`src/design/srwlt_pkg.sv`:
```
`timescale 1ns / 1ps
// ----------------------------------------------------------------------------
// srwlt_pkg: shared types and constants of the striped reader/writer lock table
// Transaction structs, operation and status codes, table geometry and the
// command group that the controller drives into the datapath.
// ----------------------------------------------------------------------------
package srwlt_pkg;

  // Table geometry
  localparam int SLOT_BITS   = 10;
  localparam int READER_BITS = 31;
  localparam int TABLE_DEPTH = 1 << SLOT_BITS;
  localparam int WORD_BITS   = READER_BITS + 1;

  // Operation codes
  localparam logic [1:0] OP_WR_ACQ = 2'd0;
  localparam logic [1:0] OP_WR_REL = 2'd1;
  localparam logic [1:0] OP_RD_ACQ = 2'd2;
  localparam logic [1:0] OP_RD_REL = 2'd3;

  // Status codes
  localparam logic [1:0] ST_GRANTED   = 2'd0;
  localparam logic [1:0] ST_BLOCKED   = 2'd1;
  localparam logic [1:0] ST_WAITING   = 2'd2;
  localparam logic [1:0] ST_UNDERFLOW = 2'd3;

  // Request transaction
  typedef struct packed {
    logic [1:0] op;
    logic [9:0] slot;
  } req_t;

  // Response transaction
  typedef struct packed {
    logic [1:0]  status;
    logic        wake_writer;
    logic        wake_all;
    logic        wake_one;
    logic [30:0] readers_now;
  } rsp_t;

  // Controller to datapath commands
  typedef struct packed {
    logic                 clear;
    logic [SLOT_BITS-1:0] clear_addr;
    logic                 capture;
    logic                 commit;
  } cmd_t;

endpackage

```
`src/design/srwlt_ctrl.sv`:
```
`timescale 1ns / 1ps
// ----------------------------------------------------------------------------
// srwlt_ctrl: sequencer of the lock table
// Sweeps the table clear after reset, accepts one request at a time, and
// commits it once the response register is free.
// ----------------------------------------------------------------------------
module srwlt_ctrl (
  input  logic             clk,
  input  logic             rst,
  input  logic             req_valid,
  output logic             req_stall,
  output logic             rsp_valid,
  input  logic             rsp_stall,
  output srwlt_pkg::cmd_t  cmd
);

  typedef enum logic [1:0] {
    S_CLEAR,
    S_IDLE,
    S_EXEC
  } state_t;

  state_t                          state;
  state_t                          state_next;
  logic [srwlt_pkg::SLOT_BITS-1:0] clr_cnt;
  logic                            can_commit;

  // Response register is free when empty or being taken this cycle
  assign can_commit = !rsp_valid || !rsp_stall;
  assign req_stall  = (state != S_IDLE);

  // Decode commands and next state
  always_comb begin
    cmd        = '0;
    state_next = state;
    cmd.clear_addr = clr_cnt;
    unique case (state)
      S_CLEAR: begin
        cmd.clear = 1'b1;
        if (&clr_cnt) state_next = S_IDLE;
      end
      S_IDLE: begin
        if (req_valid) begin
          cmd.capture = 1'b1;
          state_next  = S_EXEC;
        end
      end
      S_EXEC: begin
        if (can_commit) begin
          cmd.commit = 1'b1;
          state_next = S_IDLE;
        end
      end
      default: state_next = S_CLEAR;
    endcase
  end

  // Hold state, sweep counter and response valid
  always_ff @(posedge clk) begin
    if (rst) begin
      state     <= S_CLEAR;
      clr_cnt   <= '0;
      rsp_valid <= 1'b0;
    end else begin
      state <= state_next;
      if (state == S_CLEAR) clr_cnt <= clr_cnt + 1'b1;
      if (cmd.commit) begin
        rsp_valid <= 1'b1;
      end else if (!rsp_stall) begin
        rsp_valid <= 1'b0;
      end
    end
  end

endmodule

```
`config.mk`:
```
export PLATFORM = sky130hd
export DESIGN_NAME = srwlt_ctrl
export DESIGN_NICKNAME = d
export VERILOG_FILES = /design/src/design/srwlt_pkg.sv /design/src/design/srwlt_ctrl.sv
export SDC_FILE = /design/constraint.sdc
export NUM_CORES = 1
export LEC_CHECK = 0
export ABC_AREA = 1
export BUFFER_PORTS_ARGS = -buffer_cell sky130_fd_sc_hd__buf_4
export CAP_MARGIN = 20
export CORE_MARGIN = 5
export CORE_UTILIZATION = 35
export CTS_CLUSTER_DIAMETER = 30
export DETAILED_ROUTE_END_ITERATION = 12
export HOLD_SLACK_MARGIN = 0.12
export PLACE_DENSITY_LB_ADDON = 0.3
export SYNTH_ARGS = -nofsm -noshare
export SYNTH_HDL_FRONTEND = slang
export SYNTH_SLANG_ARGS = --single-unit
```
`constraint.sdc`:
```
create_clock -name clk -period 1.5 [get_ports clk]
set_input_delay 0.075 -clock clk [delete_from_list [all_inputs] [get_ports clk]]
set_output_delay 0.075 -clock clk [all_outputs]
set_load 0.03 [all_outputs]
```
==> Word-level counts from Yosys, hierarchy flattened <==
Cells that the tools add are included.
{ "classes": {"addsub": 1, "muxes": 11, "eq_ne": 7, "reduce_logical": 6} }
{ "ops": {"columns": ["operator", "n"], "rows": [
  ["adder 10 x 1 -> 10 bit, second input constant", 1],
  ["AND reduction 10 bit", 1],
  ["2-to-1 mux 1 bit", 7],
  ["2-to-1 mux 2 bit", 3],
  ["!= test 2 bit, second input constant", 3],
  ["one-hot mux 2 bit (3 select lines)", 1],
  ["!= test 2 x 1 -> 1 bit, second input constant", 2],
  ["AND reduction 3 bit", 1],
  ["== test 2 x 1 -> 1 bit, second input constant", 1],
  ["== test 2 bit, second input constant", 1],
  ["logical NOT 1 bit", 2],
  ["logical NOT 2 bit", 1],
  ["logical OR 1 bit", 1]
]} }
{ "totals": {"output_inout_bits": 15, "register_bits": 13, "in_bits": 4, "word_cells": 28} }

==> Longest topological paths before layout <==
Gate-level depths: netlist of the first run.
{ "logic_depth": {"depth_word": 5, "mapped_depth": 8, "mapped_depth_nobuf": 8} }

==> Least setup slack after synthesis of the first run <==
No wires, ideal clock.
{ "synth_timing": {"kind": "register -> register", "start": "reg clr_cnt[0] (netlist bit)", "end": "reg clr_cnt[6] (netlist bit)", "setup_ns": 0.109, "t_required_ns": 1.391, "stages_incl_launch_ff": 7, "n_path_buf": 0, "synth_period_minus_slack_ns": 1.456, "path_slack_ns": 0.044, "arrival_ns": 1.347, "path_cell_list": "dfxtp_1 > ha_1 > nand3_1 > nor3b_1 > nand2_1 > nand2_1 > nor2_1"} }
{ "synth_via": {"elab_chain_cells": 1} }
{ "synth_rtl": {"columns": ["item", "line_no", "text"], "rows": [
  ["start: declaration", "srwlt_ctrl.sv:25", "logic [srwlt_pkg::SLOT_BITS-1:0] clr_cnt;"],
  ["start signal: assignment", "srwlt_ctrl.sv:66", "if (state == S_CLEAR) clr_cnt <= clr_cnt + 1'b1;"],
  ["adder 10 x 1 -> 10 bit", "srwlt_ctrl.sv:66", null]
]} }
Every way passes these cells.
A chain may end at the register's enable or synchronous reset.

==> Final worst setup path of the first run <==
{ "layout_timing": {"start": "reg state[1]", "end": "reg rsp_valid"} }
{ "layout_via": {"elab_chain_cells": 3, "word_cells_on_any_way": 4, "cone_classes": "2 x eq/ne; 2 x mux"} }
{ "layout_rtl": {"columns": ["item", "line_no", "text"], "rows": [
  ["start: declaration", "srwlt_ctrl.sv:23", "state_t state;"],
  ["start signal: assignment", "srwlt_ctrl.sv:65", "state <= state_next;"],
  ["== test 2 bit (*)", "srwlt_ctrl.sv:37", "unique case (state)"],
  ["2-to-1 mux 1 bit (*)", "srwlt_ctrl.sv:37", null],
  ["!= test 2 x 1 -> 1 bit (no source line) / 2-to-1 mux 1 bit (equally long branches)", null, null],
  ["end signal: assignment", "srwlt_ctrl.sv:63", "rsp_valid <= 1'b0;"],
  ["end signal: assignment", "srwlt_ctrl.sv:68", "rsp_valid <= 1'b1;"],
  ["end signal: assignment", "srwlt_ctrl.sv:70", "rsp_valid <= 1'b0;"],
  ["end: declaration", "srwlt_ctrl.sv:12", "output logic rsp_valid,"]
]} }
Mark *: on every way between the ends. The rest lies on a longest branch, timed or not.

==> results of run 1 <==
report_power, final:
part	switching [mW]	leakage [nW]	total, mW	internal (mW)
clock network	0.115	0.0150	0.218	0.103
registers	0.00679	0.106	0.359	0.352
logic	0.0385	0.298	0.0690	0.0305
total	0.160	0.419	0.646	0.486
cells by family (layout without fill, tap and decap cells):
group                      Yosys count  after routing  share of synthesized area (%)
and+or+nand+nor                     54             54                          40.47
DFF                                 13             13                          40.86
buffers and inverters               13             39                          7.663
AOI/OAI and AO/OA                   11             11                          9.037
adders and majority gates            1              1                          1.964
critical path: cells and delay by family (launching register included):
family / cells / cell delay, ns
and+or+nand+nor: 1 / 0.12
buffers and inverters: 3 / 0.71
DFF: 1 / 0.36
AOI/OAI and AO/OA: 1 / 0.12
area by class of cell:
type,instances,area (um2)
Fill cell,184,858.3
Multi-Input combinational cell,66,327.8
Sequential cell,13,261.5
Timing Repair Buffer,22,172.7
Inverter,13,48.80
Tap cell,25,31.28
Clock buffer,4,26.28
synth_stat cells:
cell type  count  area share (%)
and3_2         1             1.2
inv_1         13             7.7
nand3_1        5             3.9
nand3_2        1             1.6
nor2_1        17              10
nand2_1       20              12
a21oi_1        7             5.5
nand4_1        4             3.9
nand2_4        1             1.8
nor3_1         2             1.6
o21a_1         1             1.2
o21ai_0        3             2.4
dfxtp_1       13              41
nor3b_1        1             1.2
nor2_4         2             3.5
ha_1           1             2.0
final timing paths:
check                           cells after the start  slack, ns         to
worst max register to register                      5       0.15  rsp_valid
worst max-delay path                                5       0.15  rsp_valid
worst min-delay path                                6       0.21   state[0]
worst min register to register                      2       0.53   state[0]
registers in the layout (all words and copies together) (netlist names):
signal and count:
clr_cnt 10, rsp_valid 1, state 2
timing repair:
action | 4_1_cts | 5_1_grt
resized for setup | 0 | 1
hold buffers | 3 | 0
endpoints found under the setup margin | 0 | 1
hold endpoints to repair | 7 | 0
per-layer routing:
layer / GRT usage [%] / vias to the layer above / wire [um]
met2: 18.80 / 14 / 653
li1: - / 347 / -
met3: 2.564 / 2 / 63
met1: 14.73 / 281 / 679
met4: 5.106 / 0 / 17
met5: 0 / - / 0
cells in the final DEF, fill, tap and decap left out, drive strengths merged:
cell	instances
and3	1
buf	19
nor3	2
ha	1
a21oi	7
nor2	19
nand3	6
inv	13
o21a	1
clkbuf	4
nand4	4
nor3b	1
dfxtp	13
nand2	21
o21ai	3
dlygate4sd3	3
per-stage QoR:
step	util [%]	hold WS (ns)	worst slack [ns]	instances
4_1_cts	50.22	0.2008	0.09021	143
3_3_place_gp	46.96	0.3049	0.3329	136
5_1_grt	50.29	0.2613	0.03580	143
2_1_floorplan	-	0.1441	0.04361	92
3_5_place_dp	46.96	0.3099	0.2727	136
6_report	50.29	0.2057	0.1487	143
==> metrics.md, run 1 <==
| Metric | Value |
|---|---|
| Placed Instance Area | 810.8 um2 |
| Fin nets | 124 |
| CTS tree | done |
| Most frequent CP cell | inv_1 |
| Core area | 0.001727 mm2 |
| Critical Path End Type | register |
| CP Class | reg2reg |
| Final TNS setup | 0 ns |
| I/O pin count | 19 |
| Port Buf Inserts | 18 |
| Layout cells sized above 1 | 23.73% |
| Slew @ Worst Pin | 0.2325 ns |
| Number of max-cap violations | 0 |
| Worst-Skew Late Latency | 0.28 ns |
| DP HPWL | 1.070 mm |
| Clk slew on worst S/H paths | 0.08 ns |
| Syn avg cell area | 6.922 um2 |
| Drt wl/cell | 9.874 um |
| Final hold vios | 0 |
| Largest stage delay on the critical path | 0.56 ns |
| Initial DRC count | 7 |
| Worst Setup SP | state[1] |
| Crit path time final | 1.351 ns |
| Yosys warns | 0 |
| Syn nets | 97 |
| RSZ-0062 raised after global routing | false |
| GP Congestion | 0.7689 |
| Initial Util | 36.88% |
| Die Y | 52.66 um |
| H-tree levels | 1 |
| Area grow syn2layout | 36.35% |
| Routed vias/inst | 4.503 |
| Status | completed |
| Largest net degree at the start of global routing | 10 |
| Peak Freq | 740.0 MHz |
| Final slew viol count | 0 |
| Final instance area | 868.3 um2 |
| Post-Route WL | 1.412 mm |
| DRC | 0 |
| Final Setup Violations | 0 |
| Crit share post-route | 90.09% |
| Post-CTS Setup Inserts | 0 |
| RR Startpoint | state[1] |
| Antenna cells | 0 |
| Type of the tightest min-delay check | in2reg |
| Grt total ovfl | 0 |
| Slowest cell on crit path | dlygate4sd3_1 |
| FP Rows | 15 |
| CTS root buf | clkbuf_4 |
| Mapped cell area | 636.9 um2 |
| Global-route wire length before repair | 2.394 mm |
| Antenna violations before repair | 0 |
| Yosys cell types | 16 |
| Lkg Pwr | 0.4191 nW |
| Worst-path cell chain | inv_1 > nor2_1 > inv_1 > a21oi_1 > dlygate4sd3_1 |
| Startpoint types | register |
| Pwr Density | 744.0 mW/mm2 |
| Worst-path fanout max | 4 |
| Antenna viol nets, final | 0 |
| Synth Instances | 92 |
| Horiz. Die Dim | 52.66 um |
| Slew Limit Headroom | 84.46% |
| CTS buffer count | 3 |
| Clock Skews | 0.008597 ns |
| CP Data Arrival Time | 1.58 ns |
| Clk sinks | 13 |
| Max VDD drop | 0.0004753 V |
| Share of the yosys chip area belonging to registers | 40.86% |
| Total power | 646.1 uW |
| Gr usage total | 11.67% |
| Post-synthesis register bit count | 13 |
| First-pass DRT Iterations | 6 |
| Vias in the first global route | 576 |
| Vias post-DR | 644 |
| Full die area | 0.002773 mm2 |
| CTS max path bufs | 2 |
| WP data required | 1.73 ns |
| Worst Hold Launch | rsp_stall |
No activity file was read; power rests on OpenSTA's default activity.
==> run 2: changes to the inputs <==
==> constraint.sdc (replaced) <==
create_clock -name clk -period 1.72 [get_ports clk]
set_input_delay 0.086 -clock clk [delete_from_list [all_inputs] [get_ports clk]]
set_output_delay 0.086 -clock clk [all_outputs]
set_load 0.03 [all_outputs]
==> metrics.md, run 2 (same netlist as run 1, synthesis figures left out) <==
| Metric | Value |
|---|---|
| Core area | 0.001727 mm2 (unchanged) |
| DRC | 0 (unchanged) |
| First-pass DRT Iterations | 4 (was 6) |
| Crit share post-route | 81.01% (was 90.09%) |
| Final TNS setup | 0 ns (unchanged) |
| WP data required | 1.94 ns (was 1.73 ns) |
| Fill count | 193 (was 184) |
| Max FFs per register | 10 (unchanged) |
| Most common library cell in the layout ignoring fill and taps | nand2_1 (unchanged) |
| CTS tree | done (unchanged) |
| RSZ-0062 raised after global routing | false (unchanged) |
| Critical Path End Type | register (unchanged) |
| FP Rows | 15 (unchanged) |
| Startpoint types | register (unchanged) |
| Max VDD drop | 0.0002991 V (was 0.0004753 V) |
| DP HPWL | 1.049 mm (was 1.070 mm) |
| Final slew viol count | 0 (unchanged) |
| Grt total ovfl | 0 (unchanged) |
| Final Setup Violations | 0 (unchanged) |
| Initial DRC count | 11 (was 7) |
| Post-CTS resize count | 0 (unchanged) |
| FF+latch area | 260.3 um2 (was 261.5 um2) |
| Final hold vios | 0 (unchanged) |
| Vias in the first global route | 553 (was 576) |
| Drt wl/cell | 9.787 um (was 9.874 um) |
| R2r setup slk | 0.33 ns (was 0.15 ns) |
| CP Class | reg2reg (unchanged) |
| Number of max-cap violations | 0 (unchanged) |
| Initial Util | 36.88% (unchanged) |
| Antenna viol nets, final | 0 (unchanged) |
| Total power | 555.1 uW (was 646.1 uW) |
| CTS root buf | clkbuf_4 (unchanged) |
| Worst-Skew Late Latency | 0.27 ns (was 0.28 ns) |
| Top flop regs | clr_cnt x10, state x2, rsp_valid x1 (unchanged) |
| Port Buf Inserts | 18 (unchanged) |
| RR Startpoint | state[1] (unchanged) |
| Full die area | 0.002773 mm2 (unchanged) |
| Hold buffers post-CTS | 2 (was 3) |
| Hold WS | 0.1282 ns (was 0.2057 ns) |
| Clk slew on worst S/H paths | 0.08 ns (about the same) |
| Type of the tightest min-delay check | in2reg (unchanged) |
| Global-route wire length before repair | 2.297 mm (was 2.394 mm) |
| H-tree levels | 1 (unchanged) |
| Gr usage total | 11.20% (was 11.67%) |
| Post-CTS Setup Inserts | 0 (unchanged) |
| Slew Limit Headroom | 83.66% (was 84.46%) |
| Clk sinks | 13 (unchanged) |
| Pwr Density | 653.4 mW/mm2 (was 744.0 mW/mm2) |
| Horiz. Die Dim | 52.66 um (unchanged) |
| Crit path time final | 1.393 ns (was 1.351 ns) |
| Area grow syn2layout | 33.40% (was 36.35%) |
| GP Congestion | 0.7820 (was 0.7689) |
| Worst-path fanout max | 4 (unchanged) |
| Fin nets | 122 (was 124) |
| Post-Route WL | 1.380 mm (was 1.412 mm) |
| Clock Skews | 0.001252 ns (was 0.008597 ns) |
| Multi-input logic area | 327.8 um2 (unchanged) |
| Peak Freq | 717.7 MHz (was 740.0 MHz) |
| Die Y | 52.66 um (unchanged) |
| Routed vias/inst | 4.695 (was 4.503) |
| Layout cells sized above 1 | 22.41% (was 23.73%) |
| Most frequent cells in the layout | nand2_1, buf_4, nor2_1 (unchanged) |
| I/O pin count | 19 (unchanged) |
| Final instance area | 849.6 um2 (was 868.3 um2) |
| Lkg Pwr | 0.4094 nW (was 0.4191 nW) |
| Status | completed (unchanged) |
| Worst Setup SP | state[1] (unchanged) |
| Post-layout util | 49.20% (was 50.29%) |
| CP Data Arrival Time | 1.61 ns (was 1.58 ns) |
| Largest net degree at the start of global routing | 10 (unchanged) |
| Worst Hold Launch | req_valid (was rsp_stall) |
| CTS buffer count | 3 (unchanged) |
| Antenna cells | 0 (unchanged) |
| CTS max path bufs | 2 (unchanged) |
| Slew @ Worst Pin | 0.2448 ns (was 0.2325 ns) |
| Antenna violations before repair | 0 (unchanged) |
| Placed Instance Area | 803.3 um2 (was 810.8 um2) |
| Most flops, register | clr_cnt (unchanged) |
| Vias post-DR | 662 (was 644) |
==> run 2: per-layer routing <==
layer  share of wire (%)  vias up  GRT usage (%)
li1                    -      346              -
met1                  47      297          14.55
met2                  46       15          17.36
met3                 5.1        4          2.564
met4                 1.7        0          5.106
met5                   0        -              0
==> run 2: worst max-delay path: stages, from the launching register on <==
cell and delay [ns]:
dfxtp_1 0.39, inv_1 0.10, nor2_1 0.12, inv_1 0.07, a21oi_1 0.11, dlygate4sd3_1 0.55
==> run 2: cell type report <==
class | instances | share of cell area (%)
multi-input cells | 66 | 38.59
flip-flops and latches | 13 | 30.63
repair buffers | 20 | 18.26
inverters | 13 | 5.744
well taps | 25 | 3.682
clock buffers | 4 | 3.093
==> run 2: path summary, 6_finish.rpt <==
path,endpoint,depth (start not counted)
max reg2reg,rsp_valid,5
min reg2reg,state[0],2
max,rsp_valid,5
min,state[0],4
==> run 2: power breakdown <==
group	total [mW]	internal [mW]	switching (mW)	leakage [nW]
Clock	0.186	0.0898	0.0964	0.0150
Sequential	0.316	0.307	0.00854	0.105
Combinational	0.0533	0.0229	0.0304	0.289
==> run 2: stage by stage <==
stage               cells  worst slack, ns
floorplan              92           0.2636
detailed placement    135           0.3587
global placement      135           0.4337
global route          141           0.1722
finish                141           0.3266
CTS                   141           0.3269
==> run 3: changes to the inputs <==
==> constraint.sdc (replaced) <==
create_clock -name clk -period 1.2 [get_ports clk]
set_input_delay 0.06 -clock clk [delete_from_list [all_inputs] [get_ports clk]]
set_output_delay 0.06 -clock clk [all_outputs]
set_load 0.03 [all_outputs]
==> metrics.md, run 3 (same netlist as run 1, synthesis figures left out) <==
| Metric | Value |
|---|---|
| Setup ws final | -0.03523 ns (was 0.3266 ns) |
| FP Rows | 15 (unchanged) |
| Total power | 818.5 uW (was 555.1 uW) |
| Drt wl/cell | 10.44 um (was 9.787 um) |
| Horiz. Die Dim | 52.66 um (unchanged) |
| Peak Freq | 809.6 MHz (was 717.7 MHz) |
| Slew Limit Headroom | 84.82% (was 83.66%) |
| First-pass DRT Iterations | 4 (unchanged) |
| Hold WS | 0.1374 ns (was 0.1282 ns) |
| Status | complete, but fails checks (was completed) |
| Die Y | 52.66 um (unchanged) |
| Post-Route WL | 1.556 mm (was 1.380 mm) |
| R2R cell count | 8 (was 5) |
| Most flops, register | clr_cnt (unchanged) |
| Worst R2R End | clr_cnt[7] (was rsp_valid) |
| Startpoint types | register (unchanged) |
| Type of the tightest min-delay check | in2reg (unchanged) |
| Gr usage total | 12.38% (was 11.20%) |
| Final slew viol count | 0 (unchanged) |
| Worst Setup SP | state[1] (unchanged) |
| Antenna cells | 0 (unchanged) |
| RSZ-0062 raised after global routing | true (was false) |
| Clock Skews | 0.008258 ns (was 0.001252 ns) |
| Number of max-cap violations | 0 (unchanged) |
| Slew @ Worst Pin | 0.2269 ns (was 0.2448 ns) |
| Core area | 0.001727 mm2 (unchanged) |
| Pwr Density | 824.9 mW/mm2 (was 653.4 mW/mm2) |
| Worst-path fanout max | 7 (was 4) |
| Grt total ovfl | 0 (unchanged) |
| DRC | 0 (unchanged) |
| Crit-path leading delay family | simple AND/OR/NAND/NOR gates (was buffers and inverters) |
| Worst-Skew Late Latency | 0.27 ns (about the same) |
| GP Congestion | 0.7507 (was 0.7820) |
| Layout Cells excl Fill | 149 (was 141) |
| Largest net degree at the start of global routing | 8 (was 10) |
| CP Class | reg2reg (unchanged) |
| Setup crit end | clr_cnt[7] (was rsp_valid) |
| Worst-path cell chain | buf_6 > nor2_4 > buf_6 > nand2_4 > nor2_4 > nand4_1 > nand2_1 > nor2_1 (was inv_1 > nor2_1 > inv_1 > a21oi_1 > dlygate4sd3_1) |
| CP Data Arrival Time | 1.42 ns (was 1.61 ns) |
| H-tree levels | 1 (unchanged) |
| Critical Path End Type | register (unchanged) |
| Placed cells | 139 (was 135) |
| Clk slew on worst S/H paths | 0.09 ns (was 0.08 ns) |
| Area grow syn2layout | 55.80% (was 33.40%) |
| Max VDD drop | 0.0005326 V (was 0.0002991 V) |
| Post-layout util | 57.46% (was 49.20%) |
| Worst Path Buf+Inv | 2 (was 3) |
| Final Setup Violations | 6 (was 0) |
| DP HPWL | 1.098 mm (was 1.049 mm) |
| R2r setup slk | -0.04 ns (was 0.33 ns) |
| Final hold vios | 0 (unchanged) |
| Routed vias/inst | 4.477 (was 4.695) |
| Max FFs per register | 10 (unchanged) |
| Crit path time final | 1.235 ns (was 1.393 ns) |
| Layout cells sized above 1 | 41.13% (was 22.41%) |
| Hold path depth | 4 (unchanged) |
| I/O pin count | 19 (unchanged) |
| Antenna violations before repair | 0 (unchanged) |
| Port Buf Inserts | 18 (unchanged) |
| Failing checks | setup timing |
| Global-route wire length before repair | 2.559 mm (was 2.297 mm) |
| CTS buffer count | 3 (unchanged) |
| Vias in the first global route | 593 (was 553) |
| Antenna viol nets, final | 0 (unchanged) |
| CTS max path bufs | 2 (unchanged) |
| Crit share post-route | 102.9% (was 81.01%) |
| Initial Util | 36.88% (unchanged) |
| Slowest cell on crit path | dfxtp_2 (was dlygate4sd3_1) |
| CTS root buf | clkbuf_4 (unchanged) |
| Full die area | 0.002773 mm2 (unchanged) |
| WP data required | 1.38 ns (was 1.94 ns) |
| Final instance area | 992.2 um2 (was 849.6 um2) |
| Initial DRC count | 13 (was 11) |
| Critical path depth | 8 (was 5) |
| Placed Instance Area | 858.3 um2 (was 803.3 um2) |
| Largest stage delay on the critical path | 0.33 ns (was 0.55 ns) |
| RR Startpoint | state[1] (unchanged) |
| Top flop regs | clr_cnt x10, state x2, rsp_valid x1 (unchanged) |
| Most frequent cells in the layout | nand2_1, buf_4, nor2_1 (unchanged) |
| Lkg Pwr | 0.4493 nW (was 0.4094 nW) |
| Clk sinks | 13 (unchanged) |
| Vias post-DR | 667 (was 662) |
| CTS tree | done (unchanged) |
| Fin nets | 130 (was 122) |
| Most common library cell in the layout ignoring fill and taps | nand2_1 (unchanged) |
[run 3: how the worst min path moves through the flow]
stage / start / to
2_1_floorplan: rst / clr_cnt[6]
3_3_place_gp: rst / clr_cnt[6]
3_5_place_dp: rst / clr_cnt[6]
4_1_cts: rst / clr_cnt[5]
5_1_grt: rst / clr_cnt[8]
6_report: rst / clr_cnt[5]
[run 3: worst min-delay path, delay by kind of cell]
kind / cells / cell delay (ns)
buf+inv: 2 / 0.20
simple gates: 2 / 0.13
[run 3: metal layers]
layer  vias to the layer above  part of all wire, %  global-route usage, %
met5                         -                    0                      0
met2                        12                   47                  18.80
met4                         0                 0.45                  5.106
met3                         2                  4.1                  2.849
met1                       291                   49                  16.61
li1                        362                    -                      -
[run 3: per-stage QoR]
step                      worst slack [ns]  setup TNS (ns)
after CTS                         -0.05113         -0.2015
after detailed placement           0.05369               0
final                             -0.03523         -0.1014
after global placement             0.08859               0
after floorplan                   0.003197               0
after global routing               -0.1022         -0.4719
[run 3: area by class of cell]
class,count,area (um2)
multi-input combinational,66,370.4
tap,25,31.28
sequential,13,275.3
timing repair buffer,28,240.2
fill,174,734.5
inverter,13,48.80
clock buffer,4,26.28
[run 3: power by group]
part	internal, mW	switching (mW)	total, mW
clock network	0.129	0.145	0.273
registers	0.440	0.0112	0.452
logic	0.0435	0.0499	0.0934
total	0.613	0.206	0.818
[run 3: timing repair]
action | in CTS | in global routing
buffers inserted | 3 | 0
pin swaps | 4 | 3
gates resized for setup | 5 | 13
hold buffers | 3 | 0
hold endpoints to repair | 7 | 0
setup endpoints to repair | 3 | 9
